$ cat config.mk
export PLATFORM = sky130hd
export DESIGN_NAME = wind_speed_window_averager_core
export DESIGN_NICKNAME = d
export VERILOG_FILES = /design/src/rtl/core/wswa_pkg.sv /design/src/rtl/core/wswa_ring.sv /design/src/rtl/core/wswa_div.sv /design/src/rtl/core/wind_speed_window_averager_core.sv
export SDC_FILE = /design/constraint.sdc
export NUM_CORES = 2
export LEC_CHECK = 0
export ABC_AREA = 1
export BUFFER_PORTS_ARGS = -buffer_cell sky130_fd_sc_hd__buf_2
export CAP_MARGIN = 20
export CORE_AREA = 2 2 376 378
export DETAILED_ROUTE_END_ITERATION = 12
export DIE_AREA = 0 0 378 380
export PLACE_DENSITY = 0.52
export SLEW_MARGIN = 30
export SYNTH_ARGS = -nofsm -noshare
export SYNTH_HDL_FRONTEND = slang
export SYNTH_SLANG_ARGS = --single-unit
$ cat constraint.sdc
create_clock -name clk -period 4.7 [get_ports clk]
set_input_delay 0.235 -clock clk [delete_from_list [all_inputs] [get_ports clk]]
set_output_delay 0.235 -clock clk [all_outputs]
set_load 0.005 [all_outputs]
$ cat src/rtl/core/wswa_pkg.sv
package wswa_pkg;

  localparam int DATA_W            = 16;
  localparam int PPU_W             = 8;
  localparam int QUO_W             = 16;
  localparam int STEP_W            = 4;
  localparam int LONG_WINDOW_DEF   = 30;
  localparam int SHORT_WINDOW_DEF  = 15;

  localparam logic [PPU_W-1:0]  PPU_RESET = 8'd6;
  localparam logic [QUO_W-1:0]  QUO_SAT   = 16'hFFFF;
  localparam logic [STEP_W-1:0] STEP_LAST = 4'd15;

  typedef enum logic [3:0] {
    S_IDLE,
    S_RD_POS,
    S_WRITE,
    S_SCAN,
    S_SCAN_END,
    S_MUL,
    S_DIV_START,
    S_DIV_WAIT,
    S_OUT
  } state_t;

  // Order in which the four quotients run through the shared divider
  typedef enum logic [1:0] {
    DIV_NOW   = 2'd0,
    DIV_SHORT = 2'd1,
    DIV_LONG  = 2'd2,
    DIV_GUST  = 2'd3
  } div_sel_t;

endpackage

$ cat src/rtl/core/wswa_ring.sv
module wswa_ring import wswa_pkg::*; #(
  parameter int DEPTH  = LONG_WINDOW_DEF,
  parameter int ADDR_W = $clog2(LONG_WINDOW_DEF)
) (
  input  logic              clk,
  input  logic              rst,
  input  logic [ADDR_W-1:0] rd_addr,
  output logic [DATA_W-1:0] rd_data,
  input  logic              wr_en,
  input  logic [ADDR_W-1:0] wr_addr,
  input  logic [DATA_W-1:0] wr_data
);

  logic [DATA_W-1:0] mem [DEPTH];
  logic [DEPTH-1:0]  valid;
  logic [DATA_W-1:0] mem_q;
  logic              valid_q;

  always_ff @(posedge clk) begin
    if (wr_en) begin
      mem[wr_addr] <= wr_data;
    end
    mem_q <= mem[rd_addr];
  end

  // Entries never written read as zero
  always_ff @(posedge clk) begin
    if (rst) begin
      valid   <= '0;
      valid_q <= 1'b0;
    end else begin
      if (wr_en) begin
        valid[wr_addr] <= 1'b1;
      end
      valid_q <= valid[rd_addr];
    end
  end

  assign rd_data = valid_q ? mem_q : '0;

endmodule

$ cat src/rtl/core/wswa_div.sv
module wswa_div import wswa_pkg::*; #(
  parameter int NUM_W = 22,
  parameter int DEN_W = 14
) (
  input  logic             clk,
  input  logic             rst,
  input  logic             start,
  input  logic [NUM_W-1:0] num,
  input  logic [DEN_W-1:0] den,
  output logic             done,
  output logic [QUO_W-1:0] quo
);

  // Restoring division, one quotient bit per cycle. The caller guarantees
  // num < den * 2^QUO_W, so the upper part of num starts below den.
  logic [DEN_W-1:0]  rem;
  logic [QUO_W-1:0]  q;
  logic [DEN_W-1:0]  den_q;
  logic [STEP_W-1:0] cnt;
  logic              busy;
  logic [DEN_W:0]    trial;
  logic              fits;

  assign trial = {rem, q[QUO_W-1]};
  assign fits  = trial >= {1'b0, den_q};

  always_ff @(posedge clk) begin
    if (start) begin
      rem   <= DEN_W'(num >> QUO_W);
      q     <= num[QUO_W-1:0];
      den_q <= den;
    end else if (busy) begin
      rem <= fits ? DEN_W'(trial - {1'b0, den_q}) : trial[DEN_W-1:0];
      q   <= {q[QUO_W-2:0], fits};
    end
  end

  always_ff @(posedge clk) begin
    if (rst) begin
      busy <= 1'b0;
      cnt  <= '0;
      done <= 1'b0;
    end else begin
      done <= busy && (cnt == STEP_LAST);
      if (start) begin
        busy <= 1'b1;
        cnt  <= '0;
      end else if (busy) begin
        cnt <= cnt + 1'b1;
        if (cnt == STEP_LAST) begin
          busy <= 1'b0;
        end
      end
    end
  end

  assign quo = q;

endmodule

$ cat src/rtl/core/wind_speed_window_averager_core.sv
// Wind speed window averager. Each input word is one interval's anemometer
// pulse count; each produces one output word with the current speed, the
// mean over the newest SHORT_WINDOW counts, the mean over the whole ring of
// LONG_WINDOW counts, and the gust (largest count in the ring), all divided
// by pulses_per_unit and rounded half up. Means divide by the number of
// counts seen so far, up to the window size. With pulses_per_unit at zero
// all four speeds read 65535. The history lives in a single-port-read ring
// memory cleared by per-entry valid bits at reset, so the block takes words
// right after reset. Each word runs through two reads of the old samples,
// one write, a scan of the whole ring for the maximum at one entry per
// cycle, then four 16-step divisions on one shared serial divider. The
// input is taken again as soon as the result sits in the output register;
// the block waits only if that register is still full and out_stall is
// high when the next result is ready. Write pulses_per_unit only while the
// block is idle.
module wind_speed_window_averager_core import wswa_pkg::*; #(
  parameter int LONG_WINDOW  = LONG_WINDOW_DEF,
  parameter int SHORT_WINDOW = SHORT_WINDOW_DEF
) (
  input  logic              clk,
  input  logic              rst,
  input  logic              in_valid,
  output logic              in_stall,
  input  logic [DATA_W-1:0] pulse_count,
  output logic              out_valid,
  input  logic              out_stall,
  output logic [DATA_W-1:0] speed_now,
  output logic [DATA_W-1:0] speed_short_mean,
  output logic [DATA_W-1:0] speed_long_mean,
  output logic [DATA_W-1:0] gust_speed,
  input  logic              cfg_wr_en,
  input  logic [PPU_W-1:0]  cfg_wr_data
);

  // Short window wider than the ring behaves as the ring
  localparam int EFF_SHORT = (SHORT_WINDOW > LONG_WINDOW) ? LONG_WINDOW : SHORT_WINDOW;
  localparam int POS_W     = $clog2(LONG_WINDOW);
  localparam int LFILL_W   = $clog2(LONG_WINDOW + 1);
  localparam int SFILL_W   = $clog2(EFF_SHORT + 1);
  localparam int LSUM_W    = DATA_W + $clog2(LONG_WINDOW);
  localparam int SSUM_W    = DATA_W + $clog2(EFF_SHORT);
  localparam int NUM_W     = LSUM_W + 1;
  localparam int DEN_W     = LFILL_W + PPU_W;

  localparam logic [POS_W-1:0]   POS_LAST   = POS_W'(LONG_WINDOW - 1);
  localparam logic [POS_W:0]     SHORT_OFS  = (POS_W + 1)'(EFF_SHORT);
  localparam logic [POS_W:0]     RING_OFS   = (POS_W + 1)'(LONG_WINDOW - EFF_SHORT);
  localparam logic [SFILL_W-1:0] SFILL_MAX  = SFILL_W'(EFF_SHORT);
  localparam logic [LFILL_W-1:0] LFILL_MAX  = LFILL_W'(LONG_WINDOW);

  state_t state, state_next;

  logic [PPU_W-1:0]   ppu;
  logic [DATA_W-1:0]  sample;
  logic [POS_W-1:0]   pos;
  logic [SSUM_W-1:0]  short_sum;
  logic [LSUM_W-1:0]  long_sum;
  logic [SFILL_W-1:0] short_fill;
  logic [LFILL_W-1:0] long_fill;
  logic [DATA_W-1:0]  old_short;
  logic [DATA_W-1:0]  gust;
  logic [POS_W-1:0]   scan_idx;
  logic               scan_vld;
  logic [DEN_W-1:0]   den_short;
  logic [DEN_W-1:0]   den_long;
  div_sel_t           sel;
  logic [QUO_W-1:0]   res [4];

  logic [POS_W-1:0]   rd_addr;
  logic [DATA_W-1:0]  rd_data;
  logic               wr_en;
  logic [POS_W:0]     old_pos_ext;
  logic [POS_W-1:0]   old_short_pos;

  logic               div_start;
  logic               div_done;
  logic [NUM_W-1:0]   div_num;
  logic [DEN_W-1:0]   div_den;
  logic [QUO_W-1:0]   div_quo;
  logic               in_acc;
  logic               out_free;

  // Slot that drops out of the short window when pos is overwritten
  assign old_pos_ext   = ({1'b0, pos} >= SHORT_OFS) ? ({1'b0, pos} - SHORT_OFS)
                                                    : ({1'b0, pos} + RING_OFS);
  assign old_short_pos = old_pos_ext[POS_W-1:0];

  assign in_acc   = in_valid && !in_stall;
  assign out_free = !out_valid || !out_stall;
  assign wr_en    = (state == S_WRITE);

  wswa_ring #(
    .DEPTH  (LONG_WINDOW),
    .ADDR_W (POS_W)
  ) u_ring (
    .clk     (clk),
    .rst     (rst),
    .rd_addr (rd_addr),
    .rd_data (rd_data),
    .wr_en   (wr_en),
    .wr_addr (pos),
    .wr_data (sample)
  );

  wswa_div #(
    .NUM_W (NUM_W),
    .DEN_W (DEN_W)
  ) u_div (
    .clk   (clk),
    .rst   (rst),
    .start (div_start),
    .num   (div_num),
    .den   (div_den),
    .done  (div_done),
    .quo   (div_quo)
  );

  // Divider operands; numerator carries the half-divisor for round half up
  always_comb begin
    div_num = '0;
    div_den = '0;
    case (sel)
      DIV_NOW: begin
        div_den = DEN_W'(ppu);
        div_num = NUM_W'(sample) + NUM_W'(ppu >> 1);
      end
      DIV_SHORT: begin
        div_den = den_short;
        div_num = NUM_W'(short_sum) + NUM_W'(den_short >> 1);
      end
      DIV_LONG: begin
        div_den = den_long;
        div_num = NUM_W'(long_sum) + NUM_W'(den_long >> 1);
      end
      default: begin
        div_den = DEN_W'(ppu);
        div_num = NUM_W'(gust) + NUM_W'(ppu >> 1);
      end
    endcase
  end

  always_ff @(posedge clk) begin
    if (rst) begin
      state <= S_IDLE;
    end else begin
      state <= state_next;
    end
  end

  always_comb begin
    state_next = state;
    in_stall   = 1'b1;
    rd_addr    = pos;
    div_start  = 1'b0;
    unique case (state)
      S_IDLE: begin
        in_stall = 1'b0;
        rd_addr  = old_short_pos;
        if (in_valid) begin
          state_next = S_RD_POS;
        end
      end
      S_RD_POS: begin
        rd_addr    = pos;
        state_next = S_WRITE;
      end
      S_WRITE: begin
        state_next = S_SCAN;
      end
      S_SCAN: begin
        rd_addr = scan_idx;
        if (scan_idx == POS_LAST) begin
          state_next = S_SCAN_END;
        end
      end
      S_SCAN_END: begin
        state_next = S_MUL;
      end
      S_MUL: begin
        state_next = S_DIV_START;
      end
      S_DIV_START: begin
        div_start  = 1'b1;
        state_next = S_DIV_WAIT;
      end
      S_DIV_WAIT: begin
        if (div_done) begin
          state_next = (sel == DIV_GUST) ? S_OUT : S_DIV_START;
        end
      end
      S_OUT: begin
        if (out_free) begin
          state_next = S_IDLE;
        end
      end
      default: begin
        state_next = S_IDLE;
      end
    endcase
  end

  // Control state
  always_ff @(posedge clk) begin
    if (rst) begin
      ppu        <= PPU_RESET;
      pos        <= '0;
      short_sum  <= '0;
      long_sum   <= '0;
      short_fill <= '0;
      long_fill  <= '0;
      scan_idx   <= '0;
      scan_vld   <= 1'b0;
      sel        <= DIV_NOW;
      out_valid  <= 1'b0;
    end else begin
      if (cfg_wr_en) begin
        ppu <= cfg_wr_data;
      end
      scan_vld <= (state == S_SCAN);
      if (state == S_WRITE) begin
        // rd_data holds the sample leaving the long window
        short_sum <= short_sum - SSUM_W'(old_short) + SSUM_W'(sample);
        long_sum  <= long_sum - LSUM_W'(rd_data) + LSUM_W'(sample);
        pos       <= (pos == POS_LAST) ? '0 : pos + 1'b1;
        if (short_fill != SFILL_MAX) begin
          short_fill <= short_fill + 1'b1;
        end
        if (long_fill != LFILL_MAX) begin
          long_fill <= long_fill + 1'b1;
        end
        scan_idx <= '0;
      end
      if (state == S_SCAN) begin
        scan_idx <= scan_idx + 1'b1;
      end
      if (state == S_MUL) begin
        sel <= DIV_NOW;
      end
      if ((state == S_DIV_WAIT) && div_done) begin
        sel <= div_sel_t'(sel + 2'd1);
      end
      if ((state == S_OUT) && out_free) begin
        out_valid <= 1'b1;
      end else if (!out_stall) begin
        out_valid <= 1'b0;
      end
    end
  end

  // Payload
  always_ff @(posedge clk) begin
    if (in_acc) begin
      sample <= pulse_count;
    end
    if (state == S_RD_POS) begin
      old_short <= rd_data;
    end
    if (state == S_WRITE) begin
      gust <= '0;
    end else if (scan_vld && (rd_data > gust)) begin
      gust <= rd_data;
    end
    if (state == S_MUL) begin
      den_short <= DEN_W'(short_fill) * DEN_W'(ppu);
      den_long  <= DEN_W'(long_fill) * DEN_W'(ppu);
    end
    if ((state == S_DIV_WAIT) && div_done) begin
      res[sel] <= div_quo;
    end
    if ((state == S_OUT) && out_free) begin
      if (ppu == '0) begin
        speed_now        <= QUO_SAT;
        speed_short_mean <= QUO_SAT;
        speed_long_mean  <= QUO_SAT;
        gust_speed       <= QUO_SAT;
      end else begin
        speed_now        <= res[DIV_NOW];
        speed_short_mean <= res[DIV_SHORT];
        speed_long_mean  <= res[DIV_LONG];
        gust_speed       <= res[DIV_GUST];
      end
    end
  end

endmodule
### Yosys cells after proc, flatten, opt, wreduce, memory -nomap -nowiden

Memory sizes are Yosys's and may differ from the RTL's. A register that Yosys moved wholly into a read port is not among the register bits.
Index checks and enable logic that the tools add are counted.

| storage, ports and cells | value |
|---|---|
| bits in registers | 228 |
| RAM bits | 544 |
| input bits | 29 |
| memories kept | 2 |

Memories:

| name | depth | bits a word | read ports | clocked after Yosys merged registers in | write ports | line | RTL |
|---|---|---|---|---|---|---|---|
| u_ring.mem | 30 | 16 | 1 | 1 | 1 | wswa_ring.sv:14 | `logic [DATA_W-1:0] mem [DEPTH];` |
| res | 4 | 16 | 4 | 4 | 1 | wind_speed_window_averager_core.sv:67 | `logic [QUO_W-1:0] res [4];` |

| cells by class | value |
|---|---|
| add/sub/neg operators | 17 |
| multipliers | 2 |
| $lt $le $gt $ge | 6 |
| equality and inequality tests | 21 |
| muxes and demuxes | 36 |
| bitwise operators | 1 |
| reductions and logical operators | 19 |

Operators with widths:

| kind | count |
|---|---|
| $pmux 22 s3 | 1 |
| $mux 16 | 3 |
| $pmux 4 s9 | 1 |
| $add 16x7->17 | 2 |
| $or 30x30->30 | 1 |
| $pmux 13 s2 | 1 |
| $add 21x12->22 | 1 |
| $add 20x11->21 | 1 |
| $add 21x16->21 | 1 |
| $sub 21x16->21 | 1 |
| $add 20x16->20 | 1 |
| $mux 4 | 5 |
| $mux 5 | 4 |
| $sub 20x16->20 | 1 |
| $eq 4x3->1 const B | 4 |
| $gt 16x16->1 | 1 |
| $add 5x1->5 const B | 3 |
| $ge 14x13->1 | 1 |
| $mul 5x8->13 | 1 |
| $mux 1 | 13 |
| $mux 13 | 1 |
| $sub 13x13->13 | 1 |
| $lt 5x6->1 const B | 2 |
| $mul 4x8->12 | 1 |
| other kinds (31) | 50 |

### Depth between registers and ports, before layout

| logic depth | value |
|---|---|
| depth after elaboration | 5 |
| mapped depth | 20 |
| gate-level depth less buffers | 19 |

### Hierarchy

Synthesis repeated with hierarchy kept, for this count alone.

| unflattened totals | value |
|---|---|
| cell total of the unflattened synthesis | 4674 |
| area, all modules | 43161.4 µm² |

Modules (own cells, without submodules):

| module | instances | cells each | area each (µm²) | sequential area each (µm²) |
|---|---|---|---|---|
| wswa_ring | 1 | 1875 | 21142.8 | 15354.7 |
| wind_speed_window_averager_core | 1 | 2421 | 19080.8 | 7397.1 |
| wswa_div | 1 | 378 | 2937.8 | 1311.3 |

### Worst setup path before layout

No wires, ideal clock.

| timing | value |
|---|---|
| path kind | reg-to-reg |
| start | register state[0] |
| end | register gust_speed[0], read port of res, enable pin |
| setup time | 0.486 ns |
| data arrival time | 3.463 ns |
| required time | 4.214 ns |
| slack | 0.751 ns |
| cell stages (with the launch flop) | 6 |
| path buffers | 0 |
| clock period less this slack | 3.949 ns |
| cells stage by stage | dfxtp_1 nor2_2 inv_1 nor3_1 inv_1 nor2_1 |

| between the ends | value |
|---|---|
| cells in the longest elaborated chain, start to end | 2 |

Ends and longest elaborated chain:

| element | line | RTL |
|---|---|---|
| start, declared | wind_speed_window_averager_core.sv:51 | `state_t state, state_next;` |
| start signal, assigned | wind_speed_window_averager_core.sv:146 | `state <= state_next;` |
| $eq 4x4->1 | wind_speed_window_averager_core.sv:270 | `if ((state == S_OUT) && out_free) begin` |
| $logic_and 1x1->1 | wind_speed_window_averager_core.sv:270 |  |
| end, declared | wind_speed_window_averager_core.sv:30 | `output logic [DATA_W-1:0] gust_speed,` |

Every way passes these cells.
A chain may end at the register's enable or synchronous reset.

### Worst setup path after layout

| timing | value |
|---|---|
| start | register ppu[3] |
| end | register den_long[12], data pin |

| between the ends | value |
|---|---|
| cells in the longest elaborated chain, start to end | 1 |

Ends and longest elaborated chain:

| element | line | RTL |
|---|---|---|
| start, declared | wind_speed_window_averager_core.sv:53 | `logic [PPU_W-1:0] ppu;` |
| start signal, assigned | wind_speed_window_averager_core.sv:217 | `ppu <= cfg_wr_data;` |
| $mul 5x8->13 | wind_speed_window_averager_core.sv:265 | `den_long <= DEN_W'(long_fill) * DEN_W'(ppu);` |
| end signal, assigned | wind_speed_window_averager_core.sv:265 |  |
| end, declared | wind_speed_window_averager_core.sv:65 | `logic [DEN_W-1:0] den_long;` |

Every way passes these cells.

==> flow_metrics.env <==
export IMPL_grt_pass1_vias=28840
export IMPL_yosys_area_share_simple_pct=19.42
export IMPL_dr_wl_met3_mm=6.126
export IMPL_dpl_hpwl_mm=77.82
export IMPL_whs_ns=0.04710
export IMPL_cts_resized=0
export IMPL_grtUsageTotal_pct=16.09
export IMPL_muxShareOfSynthArea_pct=0
export IMPL_netlist_area_leader_share_pct=50.39
export IMPL_synth_area_leaders="edfxtp_1 (50%), nand2_1 (9.1%), dfxtp_1 (7.3%)"
export IMPL_power_per_cell_area_nw_per_um2=551.6
export IMPL_antenna_found_initial=0
export IMPL_synth_common_cells="nand2_1 (1014), edfxtp_1 (700), nand3_1 (525), inv_1 (521), nor2_1 (293)"
export IMPL_report_final_slew_viol_count=0
export IMPL_synth_top_family_by_area="simple AND/OR/NAND/NOR gates"
export IMPL_synth_area_leader_cell="edfxtp_1"
export IMPL_worstPathRequired_ns=5.13
export IMPL_drcViolationCount=0
export IMPL_die_area_um2=143600
export IMPL_intPower_mw=15.78
export IMPL_synth_fa_ha_area_share_pct=7.936
export IMPL_async_reset_ff_share_pct=0
export IMPL_overflow=0
export IMPL_fin_cells=6361
export IMPL_synth_cell_types=57
export IMPL_grt_pass1_wl_mm=177.5
export IMPL_clock_latency_ns=0.75
export IMPL_ff2ff_setup_slack_ns=0.64
export IMPL_start_util_pct=29.97
export IMPL_firstDrtPassIters=5
export IMPL_wl_per_cell_um=18.35
export IMPL_globalplace_congestion=0.8814
export IMPL_crit_path_end_kind="flip-flop"
export IMPL_preCtsSetupSlack_ns=0.6055
export IMPL_fin_worst_skew_ns=0.08416
export IMPL_die_h_um=380
export IMPL_yosysWarnings=0
export IMPL_min_period_ns=4.058
export IMPL_clkTransAtPathRegs_ns=0.07
export IMPL_finalHoldViolations=0
export IMPL_n_antenna_cell=0
export IMPL_areaGrowthSynthToFinish_pct=14.89
export IMPL_wl_met1_mm=54.62
export IMPL_p_clk_share_pct=27.3
export IMPL_cts_htree_levels=3
export IMPL_ys_ff_latch=852
export IMPL_ir_drop_mv=0.5058
export IMPL_fin_crit_sh_pct=86.34
export IMPL_grt_max_degree=137
export IMPL_p_seq_share_pct=34.2
export IMPL_comb_power_share_pct=38.5
export IMPL_synth_edf_count=700
export IMPL_vias=29940
export IMPL_drv_cap=0
export IMPL_root_buffer="clkbuf_16"
export IMPL_cts_sinks=852
export IMPL_hold_class="input pin to flip-flop"
export IMPL_nets=4657
export IMPL_cts_buffer_depth=3
export IMPL_synthFlopType="edfxtp_1"
export IMPL_synth_seq_area_share_pct=57.68
export IMPL_final_core_util_pct=34.43
export IMPL_outcome="finished, final reports clean"
export IMPL_io_buffers=94
export IMPL_ant_nets=0
export IMPL_synth_xor_area_share_pct=1.071
export IMPL_worstSetupPathType="flip-flop to flip-flop"
export IMPL_rows=137
export IMPL_post_drt_via_cell_ratio=4.706
export IMPL_start_kind="flip-flop"
export IMPL_synth_area_um2=41720
export IMPL_drt_first_iter_violations=2415
export IMPL_routed_top_layer="met4"
export IMPL_coreArea_um2=139200
export IMPL_path_max_fanout=12
export IMPL_avgSynthCellArea_um2=9.767
export IMPL_yosysMostFrequentCell="nand2_1"
export IMPL_setup_slack_ns=0.6421
export IMPL_cts_tree="yes"
export IMPL_drive_gt1_share_pct=8.339
export IMPL_setup_violations=0
export IMPL_wl_met2_mm=52.88
export IMPL_dp_cells=6152
export IMPL_io_pins=95
export IMPL_synth_compound_area_share_pct=7.078
export IMPL_die_width_um=378
export IMPL_p_leak_nw=19.74
export IMPL_finalSetupTns_ns=0
export IMPL_netlist_instances=4271
export IMPL_fmax_mhz=246.4
export IMPL_worst_pin_slew_ns=1.013
export IMPL_syn_num_nets=4525
export IMPL_cts_made_buffers=94
export IMPL_slew_limit_headroom_pct=31.73
export IMPL_rsz0062_at_grt="false"
export IMPL_switching_share_pct=40.29
export IMPL_critPathArrivalTime_ns=4.49
export IMPL_cts_setup_buffers=0
export IMPL_routed_wl_mm=116.7
export IMPL_p_switching_mw=10.65
[sequential cells by signal, summed over array words and instances (netlist names), 20 cells and up]
register and flops:
u_ring.mem 480, res 64, u_ring.valid 30, long_sum 21, short_sum 20
[metrics by stage]
| step | power [mW] | instance area (um2) |
|---|---|---|
| floorplan | 16.14 | 41720 |
| global placement | 19.22 | 44510 |
| detailed placement | 19.32 | 44560 |
| CTS | 26.61 | 47900 |
| global route | 28.19 | 47930 |
| finish | 26.43 | 47930 |
[layout make-up]
cell class                 count  area (um2)
inverter                     527        1978
clock buffer                 138        2587
timing repair buffer         209        1520
sequential                   852       24060
fill                       14160       91260
multi-input combinational   2719       14980
tap                         1876        2347
clock inverter                40       446.7
[worst paths after layout]
kind | startpoint | to | cells after the start
max | ppu[3] | den_long[12] | 16
min reg2reg | gust[2] | gust[2] | 2
min | cfg_wr_en | ppu[6] | 3
max reg2reg | ppu[3] | den_long[12] | 16
[per-layer routing]
layer  up-vias  track usage (%)
met3       147            2.260
met4         0            4.877
li1      14650                -
met1     14410            22.87
met5         -                0
met2       737            25.32
[worst max-delay path: stages (launching register included)]
cell	delay, ns
dfxtp_1	0.63
nand2_1	0.09
inv_1	0.09
fa_1	0.43
fa_1	0.55
inv_1	0.06
fa_1	0.54
inv_1	0.04
ha_1	0.35
nand3_1	0.11
nand3_1	0.11
a31oi_1	0.23
o21ai_0	0.16
a21oi_1	0.16
nor2_1	0.05
nor2_1	0.12
xnor2_1	0.07
[cell families (layout without fill, tap and decap cells)]
family          count (synthesis)  in the layout
compound gates                522            522
xor+xnor                       51             51
fa+ha+maj                     225            225
buf+inv                       700            914
flops                         852            852
simple gates                 1921           1921
[cells in the final DEF, fill, tap and decap left out, types with 17 or more instances in the layout]
| cell | n |
|---|---|
| nand2_1 | 1011 |
| edfxtp_1 | 700 |
| nand3_1 | 524 |
| inv_1 | 518 |
| nor2_1 | 271 |
| a21oi_1 | 211 |
| o21ai_0 | 175 |
| ha_1 | 159 |
| dfxtp_1 | 152 |
| clkbuf_16 | 94 |
| buf_2 | 94 |
| buf_4 | 76 |
| fa_1 | 66 |
| clkbuf_1 | 37 |
| xor2_1 | 33 |
| dlygate4sd3_1 | 30 |
| o211ai_1 | 25 |
| nand4_1 | 21 |
| nor3_1 | 20 |
| o22ai_1 | 20 |
| xnor2_1 | 18 |
| a21o_1 | 17 |
[power groups by stage]
stage               sequential, mW  combinational [mW]  clock (mW)
floorplan                     9.07                7.07           0
global placement              9.19                10.0           0
detailed placement            9.19                10.1           0
CTS                           9.03                10.2        7.39
global route                  9.07                11.4        7.69
finish                        9.04                10.2        7.22
[what timing repair did]
item                                    in CTS  in global routing
hold buffers                                30                  0
endpoints found under the setup margin       0                  0
hold endpoints to repair                    27                  0
Power figures use the tool's default switching activity.
